[config.mk]
export PLATFORM = sky130hd
export DESIGN_NAME = sorted_priority_queue_unit
export DESIGN_NICKNAME = d
export VERILOG_FILES = /design/src/rtl/spq_pkg.sv /design/src/rtl/sorted_priority_queue_unit.sv /design/src/rtl/spq_cell.sv
export VERILOG_INCLUDE_DIRS = /design/src /design/src/rtl
export SDC_FILE = /design/constraint.sdc
export NUM_CORES = 2
export LEC_CHECK = 0
export ABC_AREA = 1
export CAP_MARGIN = 30
export CORE_UTILIZATION = 67
export DETAILED_ROUTE_END_ITERATION = 7
export DONT_BUFFER_PORTS = 1
export PLACE_DENSITY = 0.83
export REMOVE_ABC_BUFFERS = 1
export SETUP_SLACK_MARGIN = 0.4
export SLEW_MARGIN = 20
export SYNTH_ARGS = -nofsm -noshare
export SYNTH_HDL_FRONTEND = slang
export SYNTH_SLANG_ARGS = --single-unit
[constraint.sdc]
create_clock -name i_clk -period 7.3 [get_ports i_clk]
set_clock_uncertainty 0.15 [all_clocks]
set_input_delay 0.365 -clock i_clk [delete_from_list [all_inputs] [get_ports i_clk]]
set_output_delay 0.365 -clock i_clk [all_outputs]
set_load 0.05 [all_outputs]
[src/rtl/sorted_priority_queue_unit_defines.svh]
// Assertion macros shared by the sorted priority queue RTL.
`ifndef SORTED_PRIORITY_QUEUE_UNIT_DEFINES_SVH
`define SORTED_PRIORITY_QUEUE_UNIT_DEFINES_SVH

// Check a condition in the same cycle as its trigger; clocked on i_clk, off in reset.
`define SPQ_ASSERT_NOW(lbl, ante, cons, msg) \
    lbl: assert property (@(posedge i_clk) disable iff (!i_rst_n) (ante) |-> (cons)) \
        else $error(msg);

// Check a condition in the cycle after its trigger.
`define SPQ_ASSERT_NEXT(lbl, ante, cons, msg) \
    lbl: assert property (@(posedge i_clk) disable iff (!i_rst_n) (ante) |=> (cons)) \
        else $error(msg);

`endif

[src/rtl/spq_pkg.sv]
// Shared constants, codes and types of the sorted priority queue.
package spq_pkg;

    localparam int DEPTH      = 16;
    localparam int DATA_WIDTH = 32;
    localparam int PRIO_WIDTH = 8;

    localparam int ACT_W  = 2;
    localparam int STAT_W = 2;

    localparam logic [ACT_W-1:0] ACT_PUSH   = 2'd0;
    localparam logic [ACT_W-1:0] ACT_POP    = 2'd1;
    localparam logic [ACT_W-1:0] ACT_UPDATE = 2'd2;

    localparam logic [STAT_W-1:0] ST_OK    = 2'd0;
    localparam logic [STAT_W-1:0] ST_EMPTY = 2'd1;
    localparam logic [STAT_W-1:0] ST_FULL  = 2'd2;

    // Per-cell command for the current request.
    typedef struct packed {
        logic push;
        logic pop;
        logic upd;
    } t_cell_ctrl;

endpackage

[src/rtl/sorted_priority_queue_unit.sv]
// Top level of the sorted priority queue: cell chain, occupancy count and stream ports.
// A bounded priority queue of DEPTH entries kept sorted in a chain of cells, highest
// priority at the head (cell 0). Each request carries an action in tuser: push inserts
// the data word behind every stored entry of greater or equal priority (equal
// priorities leave in arrival order), pop removes the head, update replaces the head's
// data; the unused action code does nothing. Every request yields one result with the
// head's data and priority (zero when empty), a head-valid flag, the occupancy and a
// status in tuser: ok, pop or update on an empty queue, or push on a full queue (the
// entry is dropped). Errored requests change nothing. All cells compare against the
// incoming priority and shift by one place in parallel at the same edge, so a request
// is accepted every cycle while results are taken; the result register lets the next
// request in at the edge that hands the old result out. No clearing pass follows reset;
// the queue is empty as soon as reset is released.
module sorted_priority_queue_unit #(
    parameter int DEPTH      = spq_pkg::DEPTH,
    parameter int DATA_WIDTH = spq_pkg::DATA_WIDTH,
    parameter int PRIO_WIDTH = spq_pkg::PRIO_WIDTH
) (
    input  logic                      i_clk,
    input  logic                      i_rst_n,
    // Request channel
    input  logic                      i_s_axis_tvalid,
    output logic                      o_s_axis_tready,
    // tdata: data_value, prio, zero fill
    input  logic [((DATA_WIDTH + PRIO_WIDTH + 7) / 8) * 8 - 1:0]
                                      i_s_axis_tdata,
    // tuser: action
    input  logic [spq_pkg::ACT_W-1:0] i_s_axis_tuser,
    // Result channel
    output logic                      o_m_axis_tvalid,
    input  logic                      i_m_axis_tready,
    // tdata: head_data, head_prio, head_valid, occupancy, zero fill
    output logic [((DATA_WIDTH + PRIO_WIDTH + $clog2(DEPTH + 1) + 8) / 8) * 8 - 1:0]
                                      o_m_axis_tdata,
    // tuser: status
    output logic [spq_pkg::STAT_W-1:0] o_m_axis_tuser
);

    `include "sorted_priority_queue_unit_defines.svh"

    localparam int OCC_W  = $clog2(DEPTH + 1);
    localparam int IN_W   = DATA_WIDTH + PRIO_WIDTH;
    localparam int IN_TW  = ((IN_W + 7) / 8) * 8;
    localparam int OUT_W  = DATA_WIDTH + PRIO_WIDTH + 1 + OCC_W;
    localparam int OUT_TW = ((OUT_W + 7) / 8) * 8;

    // Request fields
    logic                       w_in_acc;
    logic [spq_pkg::ACT_W-1:0]  w_act;
    logic [DATA_WIDTH-1:0]      w_new_data;
    logic [PRIO_WIDTH-1:0]      w_new_prio;

    // Control and bookkeeping
    logic [OCC_W-1:0]           r_count, n_count;
    logic [spq_pkg::STAT_W-1:0] r_status, n_status;
    logic                       r_out_valid;
    logic                       w_full, w_empty;
    logic                       w_do_push, w_do_pop, w_do_upd;

    // Chain taps
    logic [DATA_WIDTH-1:0]      w_data [DEPTH];
    logic [PRIO_WIDTH-1:0]      w_prio [DEPTH];
    logic [DEPTH-1:0]           w_valid;
    logic [DEPTH-1:0]           w_keep;

    // Head of the queue as reported
    logic [DATA_WIDTH-1:0]      w_head_data;
    logic [PRIO_WIDTH-1:0]      w_head_prio;

    // Accept a new request at the edge that hands the previous result out.
    assign o_s_axis_tready = !r_out_valid || i_m_axis_tready;
    assign w_in_acc        = i_s_axis_tvalid && o_s_axis_tready;

    assign w_act      = i_s_axis_tuser;
    assign w_new_data = i_s_axis_tdata[DATA_WIDTH-1:0];
    assign w_new_prio = i_s_axis_tdata[IN_W-1:DATA_WIDTH];

    assign w_full  = (r_count == OCC_W'(DEPTH));
    assign w_empty = (r_count == '0);

    // Drop errored requests before they reach the cells.
    assign w_do_push = w_in_acc && (w_act == spq_pkg::ACT_PUSH)   && !w_full;
    assign w_do_pop  = w_in_acc && (w_act == spq_pkg::ACT_POP)    && !w_empty;
    assign w_do_upd  = w_in_acc && (w_act == spq_pkg::ACT_UPDATE) && !w_empty;

    always_comb begin
        n_count  = r_count;
        n_status = spq_pkg::ST_OK;
        unique case (w_act)
            spq_pkg::ACT_PUSH: begin
                if (w_full) begin
                    n_status = spq_pkg::ST_FULL;
                end else begin
                    n_count = r_count + OCC_W'(1);
                end
            end
            spq_pkg::ACT_POP: begin
                if (w_empty) begin
                    n_status = spq_pkg::ST_EMPTY;
                end else begin
                    n_count = r_count - OCC_W'(1);
                end
            end
            spq_pkg::ACT_UPDATE: begin
                if (w_empty) begin
                    n_status = spq_pkg::ST_EMPTY;
                end
            end
            default: begin
                n_status = spq_pkg::ST_OK;
            end
        endcase
    end

    always_ff @(posedge i_clk) begin
        if (!i_rst_n) begin
            r_count     <= '0;
            r_status    <= spq_pkg::ST_OK;
            r_out_valid <= 1'b0;
        end else begin
            if (w_in_acc) begin
                r_count     <= n_count;
                r_status    <= n_status;
                r_out_valid <= 1'b1;
            end else if (i_m_axis_tready) begin
                r_out_valid <= 1'b0;
            end
        end
    end

    // Build the cell chain; the head sees a left neighbor that always keeps,
    // the tail pulls in an empty slot on pop.
    for (genvar gi = 0; gi < DEPTH; gi++) begin : g_cell
        spq_pkg::t_cell_ctrl   w_ctrl;
        logic                  w_lkeep;
        logic [DATA_WIDTH-1:0] w_ldata;
        logic [PRIO_WIDTH-1:0] w_lprio;
        logic                  w_lvalid;
        logic [DATA_WIDTH-1:0] w_rdata;
        logic [PRIO_WIDTH-1:0] w_rprio;
        logic                  w_rvalid;

        assign w_ctrl.push = w_do_push;
        assign w_ctrl.pop  = w_do_pop;
        assign w_ctrl.upd  = (gi == 0) ? w_do_upd : 1'b0;

        if (gi == 0) begin : g_head
            assign w_lkeep  = 1'b1;
            assign w_ldata  = '0;
            assign w_lprio  = '0;
            assign w_lvalid = 1'b0;
        end else begin : g_body
            assign w_lkeep  = w_keep[gi-1];
            assign w_ldata  = w_data[gi-1];
            assign w_lprio  = w_prio[gi-1];
            assign w_lvalid = w_valid[gi-1];
        end

        if (gi == DEPTH - 1) begin : g_tail
            assign w_rdata  = '0;
            assign w_rprio  = '0;
            assign w_rvalid = 1'b0;
        end else begin : g_mid
            assign w_rdata  = w_data[gi+1];
            assign w_rprio  = w_prio[gi+1];
            assign w_rvalid = w_valid[gi+1];
        end

        spq_cell #(
            .DATA_WIDTH (DATA_WIDTH),
            .PRIO_WIDTH (PRIO_WIDTH)
        ) u_cell (
            .i_clk         (i_clk),
            .i_rst_n       (i_rst_n),
            .i_ctrl        (w_ctrl),
            .i_new_data    (w_new_data),
            .i_new_prio    (w_new_prio),
            .i_left_keep   (w_lkeep),
            .i_left_data   (w_ldata),
            .i_left_prio   (w_lprio),
            .i_left_valid  (w_lvalid),
            .i_right_data  (w_rdata),
            .i_right_prio  (w_rprio),
            .i_right_valid (w_rvalid),
            .o_data        (w_data[gi]),
            .o_prio        (w_prio[gi]),
            .o_valid       (w_valid[gi]),
            .o_keep        (w_keep[gi])
        );
    end

    // The head cell and count already hold the state after the last request.
    assign w_head_data = w_valid[0] ? w_data[0] : '0;
    assign w_head_prio = w_valid[0] ? w_prio[0] : '0;

    assign o_m_axis_tvalid = r_out_valid;
    assign o_m_axis_tuser  = r_status;
    assign o_m_axis_tdata  = OUT_TW'({r_count, w_valid[0], w_head_prio, w_head_data});

    // Valid cells form a prefix of the chain, and their number is the count.
    `SPQ_ASSERT_NOW(a_valid_prefix, 1'b1,
        ((w_valid & (w_valid + DEPTH'(1))) == '0) && ($countones(w_valid) == r_count),
        "cell valid bits are not a prefix matching the count")

    // A push that fits grows the queue by one.
    `SPQ_ASSERT_NEXT(a_push_grows, w_do_push, r_count == $past(r_count) + OCC_W'(1),
        "accepted push did not grow the queue")

    // A full-queue push reports the drop and leaves the count alone.
    `SPQ_ASSERT_NEXT(a_full_drop,
        w_in_acc && (w_act == spq_pkg::ACT_PUSH) && w_full,
        (r_status == spq_pkg::ST_FULL) && (r_count == $past(r_count)),
        "push on full queue was not dropped")

    // Neighboring valid entries stay in non-increasing priority order.
    for (genvar gj = 0; gj < DEPTH - 1; gj++) begin : g_chk
        `SPQ_ASSERT_NOW(a_sorted, w_valid[gj+1], w_prio[gj] >= w_prio[gj+1],
            "chain lost priority order")
    end

endmodule

[src/rtl/spq_cell.sv]
// One storage cell of the sorted chain: holds one entry and trades with its neighbors.
module spq_cell #(
    parameter int DATA_WIDTH = spq_pkg::DATA_WIDTH,
    parameter int PRIO_WIDTH = spq_pkg::PRIO_WIDTH
) (
    input  logic                  i_clk,
    input  logic                  i_rst_n,
    input  spq_pkg::t_cell_ctrl   i_ctrl,
    input  logic [DATA_WIDTH-1:0] i_new_data,
    input  logic [PRIO_WIDTH-1:0] i_new_prio,
    input  logic                  i_left_keep,
    input  logic [DATA_WIDTH-1:0] i_left_data,
    input  logic [PRIO_WIDTH-1:0] i_left_prio,
    input  logic                  i_left_valid,
    input  logic [DATA_WIDTH-1:0] i_right_data,
    input  logic [PRIO_WIDTH-1:0] i_right_prio,
    input  logic                  i_right_valid,
    output logic [DATA_WIDTH-1:0] o_data,
    output logic [PRIO_WIDTH-1:0] o_prio,
    output logic                  o_valid,
    output logic                  o_keep
);

    logic [DATA_WIDTH-1:0] r_data, n_data;
    logic [PRIO_WIDTH-1:0] r_prio, n_prio;
    logic                  r_valid, n_valid;

    // Entry stays on push when it ranks at or above the newcomer.
    assign o_keep = r_valid && (r_prio >= i_new_prio);

    always_comb begin
        n_data  = r_data;
        n_prio  = r_prio;
        n_valid = r_valid;
        if (i_ctrl.push) begin
            if (!o_keep) begin
                if (i_left_keep) begin
                    n_data  = i_new_data;
                    n_prio  = i_new_prio;
                    n_valid = 1'b1;
                end else begin
                    n_data  = i_left_data;
                    n_prio  = i_left_prio;
                    n_valid = i_left_valid;
                end
            end
        end else if (i_ctrl.pop) begin
            n_data  = i_right_data;
            n_prio  = i_right_prio;
            n_valid = i_right_valid;
        end else if (i_ctrl.upd) begin
            n_data = i_new_data;
        end
    end

    always_ff @(posedge i_clk) begin
        r_data <= n_data;
        r_prio <= n_prio;
        if (!i_rst_n) begin
            r_valid <= 1'b0;
        end else begin
            r_valid <= n_valid;
        end
    end

    assign o_data  = r_data;
    assign o_prio  = r_prio;
    assign o_valid = r_valid;

endmodule
==> flow_summary.json <==
{
  "dr.first_iter.drc_count": 4202,
  "worst_ep_arrival_time_ns": 4.93,
  "coreArea_um2": 53800,
  "p_sw_share_pct": 26.1,
  "die_h_um": 235,
  "r2r-end": "g_cell[5].u_cell.o_data[2]",
  "grt_overflow": 0,
  "seqPwrFrac_pct": 50.6,
  "track_usage_pct": 32.3,
  "syn_area_um2": 36500,
  "path_class": "reg2reg",
  "dp_hpwl_um": 59100,
  "p_leak_uw": 0.0159,
  "worst_pin_slew_ns": 1.22,
  "grt_pass1_wl_um": 147000,
  "synth_top_area_share_pct": 52.6,
  "relSlewSlack_pct": 18.4,
  "synthToLayoutAreaGrowth_pct": 7.79,
  "port_buffers": 0,
  "ys_top_cells_by_count": "1121 x nand2_1, 925 x a21oi_1, 640 x edfxtp_1, 562 x nor2_1, 249 x inv_1",
  "cp_slowest_cell": "inv_8",
  "yosysUniqueCellTypes": 36,
  "synth-main-ff-cell": "edfxtp_1",
  "power.switching_uw": 2390,
  "ff2ff_setup_slack_ns": 2.45,
  "h-tree-depth": 3,
  "grt_pass1_vias": 27937,
  "max_freq_mhz": 206,
  "slew_violations": 0,
  "layout-drive-gt1-share_pct": 4.56,
  "crit_family": "simple AND/OR/NAND/NOR gates",
  "start_util_pct": 67.8,
  "io_pins": 98,
  "reg2regPathDepth": 8,
  "start_kind": "register",
  "rows": 85,
  "ant_nets": 0,
  "drc_errors": 0,
  "grt_antenna_before_repair": 9,
  "netlist_top_cells_area": "edfxtp_1 53%, a21oi_1 13%, nand2_1 12%, nor2_1 5.8%, ha_1 4.6%",
  "power-per-cell-area_nw_per_um2": 232,
  "first_pass_iters": 6,
  "grt_max_degree": 239,
  "crit_top_cell": "nand2_2",
  "avgSynthCellArea_um2": 8.52,
  "critPathRequiredTime_ns": 7.38,
  "viasPerCell": 6.09,
  "max-clock-path-buffers": 3,
  "dr_total_vias": 29926,
  "clock_power_share_pct": 37.4,
  "clkTransAtPathRegs_ns": 0.06,
  "holdPathStages": 3,
  "min_from": "i_m_axis_tready",
  "maxCapViolations": 0,
  "wl_per_cell_um": 18.5,
  "hold_violations": 0,
  "yosysWarnings": 0,
  "clock-root-buffer": "clkbuf_16",
  "hold_path_end": "o_m_axis_tvalid",
  "cp_num_buf_inv": 3,
  "nFillCells": 3836,
  "synth_edf_count": 640,
  "crit_fanout": 181,
  "cellInternalPower_uw": 6750,
  "gp_congestion": 0.871,
  "ir_drop_mv": 0.156,
  "clk_latency_ns": 0.61,
  "ys_ff_latch": 664,
  "p_comb_share_pct": 12.0,
  "status": "finished, final reports clean",
  "worstPathCellList": "nand2_2, nand2_2, inv_2, nand3_4, inv_8, buf_12, nand2_4, nand2_2",
  "nets": 4340,
  "cp-end-kind": "register",
  "synth_seq_area_share_pct": 54.0,
  "tritoncts": "done",
  "wl_um": 91000,
  "finalCritPeriodShare_pct": 66.5,
  "die-area_um2": 55400,
  "p_total_uw": 9140,
  "rsz0062_at_grt": "false",
  "cts.sinks": 664,
  "synthArstFlopShare_pct": 0,
  "fin_crit_ns": 4.85,
  "r2r-start": "o_m_axis_tvalid",
  "final_util_pct": 73.1,
  "synthCells": 4286,
  "setup_viol": 0,
  "max_stage_delay_ns": 0.97,
  "numCtsBuffers": 69,
  "dieWidth_um": 235,
  "synth_top_area_cell": "edfxtp_1",
  "hold_class": "in2reg",
  "yosysMostFrequentCell": "nand2_1"
}
[worst reg2reg max path, delay by kind of cell, from the launching register on]
family	cells	cell delay [ns]
buffers and inverters	3	1.77
flip-flops	1	0.48
AND/OR/NAND/NOR	5	2.06
[flip-flops by register name, indices dropped and copies added (netlist names)]
name,cells
g_cell.u_cell.o_data,512
g_cell.u_cell.o_prio,128
g_cell.u_cell.o_valid,16
o_m_axis_tuser,2
o_m_axis_tvalid,1
r_count,5
[metrics by stage]
| step | setup TNS, ns | hold WS (ns) | area (µm²) | setup slack [ns] | std cells |
|---|---|---|---|---|---|
| floorplan | -5623.54 | 0.318 | 35100 | -5.48 | 3993 |
| global placement | 0 | 0.347 | 36400 | 2.48 | 4724 |
| detailed placement | 0 | 0.351 | 36600 | 2.41 | 4736 |
| CTS | 0 | 0.0268 | 39100 | 2.42 | 4896 |
| global route | 0 | 0.0757 | 39300 | 2.05 | 4908 |
| finish | 0 | 0.0447 | 39300 | 2.45 | 4910 |
[per-layer routing]
layer	up-vias	share of wire, %	global-route usage (%)
li1	14214	-	-
met1	13782	42	46.8
met2	1721	46	50.7
met3	201	10	4.60
met4	8	2.4	10.4
met5	-	0.059	0
[final cells by class]
type	count	area (µm²)	share of cell area [%]
Antenna cell	4	10.0	0.0254
Inverter	251	950	2.41
Clock inverter	29	239	0.607
Multi-Input combinational cell	3078	14600	37.0
Sequential cell	664	19700	50.1
Clock buffer	94	1880	4.79
Tap cell	696	871	2.21
Timing Repair Buffer	94	1140	2.90
[worst max path at each step]
| stage | from | to | slack [ns] | cells past startpoint |
|---|---|---|---|---|
| floorplan | o_m_axis_tvalid | g_cell[7].u_cell.o_data[0] | -5.48 | 7 |
| global placement | o_m_axis_tvalid | g_cell[5].u_cell.o_data[2] | 2.48 | 8 |
| detailed placement | o_m_axis_tvalid | g_cell[5].u_cell.o_data[12] | 2.41 | 8 |
| CTS | o_m_axis_tvalid | g_cell[5].u_cell.o_prio[4] | 2.42 | 8 |
| global route | r_count[0] | g_cell[5].u_cell.o_data[12] | 2.05 | 7 |
| finish | o_m_axis_tvalid | g_cell[5].u_cell.o_data[2] | 2.45 | 8 |
[timing repair]
item | 4_1_cts | 5_1_grt
hold buffers | 37 | 0
buffers inserted | 0 | 0
gates resized for setup | 0 | 0
hold endpoints to repair | 535 | 0
[cells by family (layout without fill, tap and decap cells)]
| kind of cell | count (synthesis) | count (layout) | synth area share (%) |
|---|---|---|---|
| adder cells (fa/ha/maj) | 136 | 136 | 4.68 |
| buffers and inverters | 545 | 468 | 6.33 |
| XOR/XNOR | 3 | 3 | 0.0720 |
| flip-flops | 664 | 664 | 54.0 |
| AO/OA/AOI/OAI | 1104 | 1104 | 15.3 |
| AND/OR/NAND/NOR | 1833 | 1833 | 19.7 |
| other | 1 | 6 | 0.0103 |
[cell usage in the layout (no fill, tap or decap), drive strengths merged, types with 13 or more instances in the layout]
cell type | netlist | routed
inv | 251 | 253
nand3 | 114 | 114
nand2 | 1146 | 1146
ha | 135 | 135
buf | 119 | 57
clkinv | 0 | 23
o21a | 13 | 13
dfxtp | 24 | 24
dlygate4sd3 | 0 | 37
a21oi | 925 | 925
nor2 | 562 | 562
edfxtp | 640 | 640
o21ai | 159 | 159
clkbuf | 175 | 94
[power groups by stage]
stage,Clock (µW),Combinational [µW],Sequential [µW]
floorplan,0,762,4650
finish,3420,1100,4630
detailed placement,0,984,4700
global route,3560,1230,4640
CTS,3420,1060,4620
global placement,0,916,4690
(Power assumes the default switching activity.)
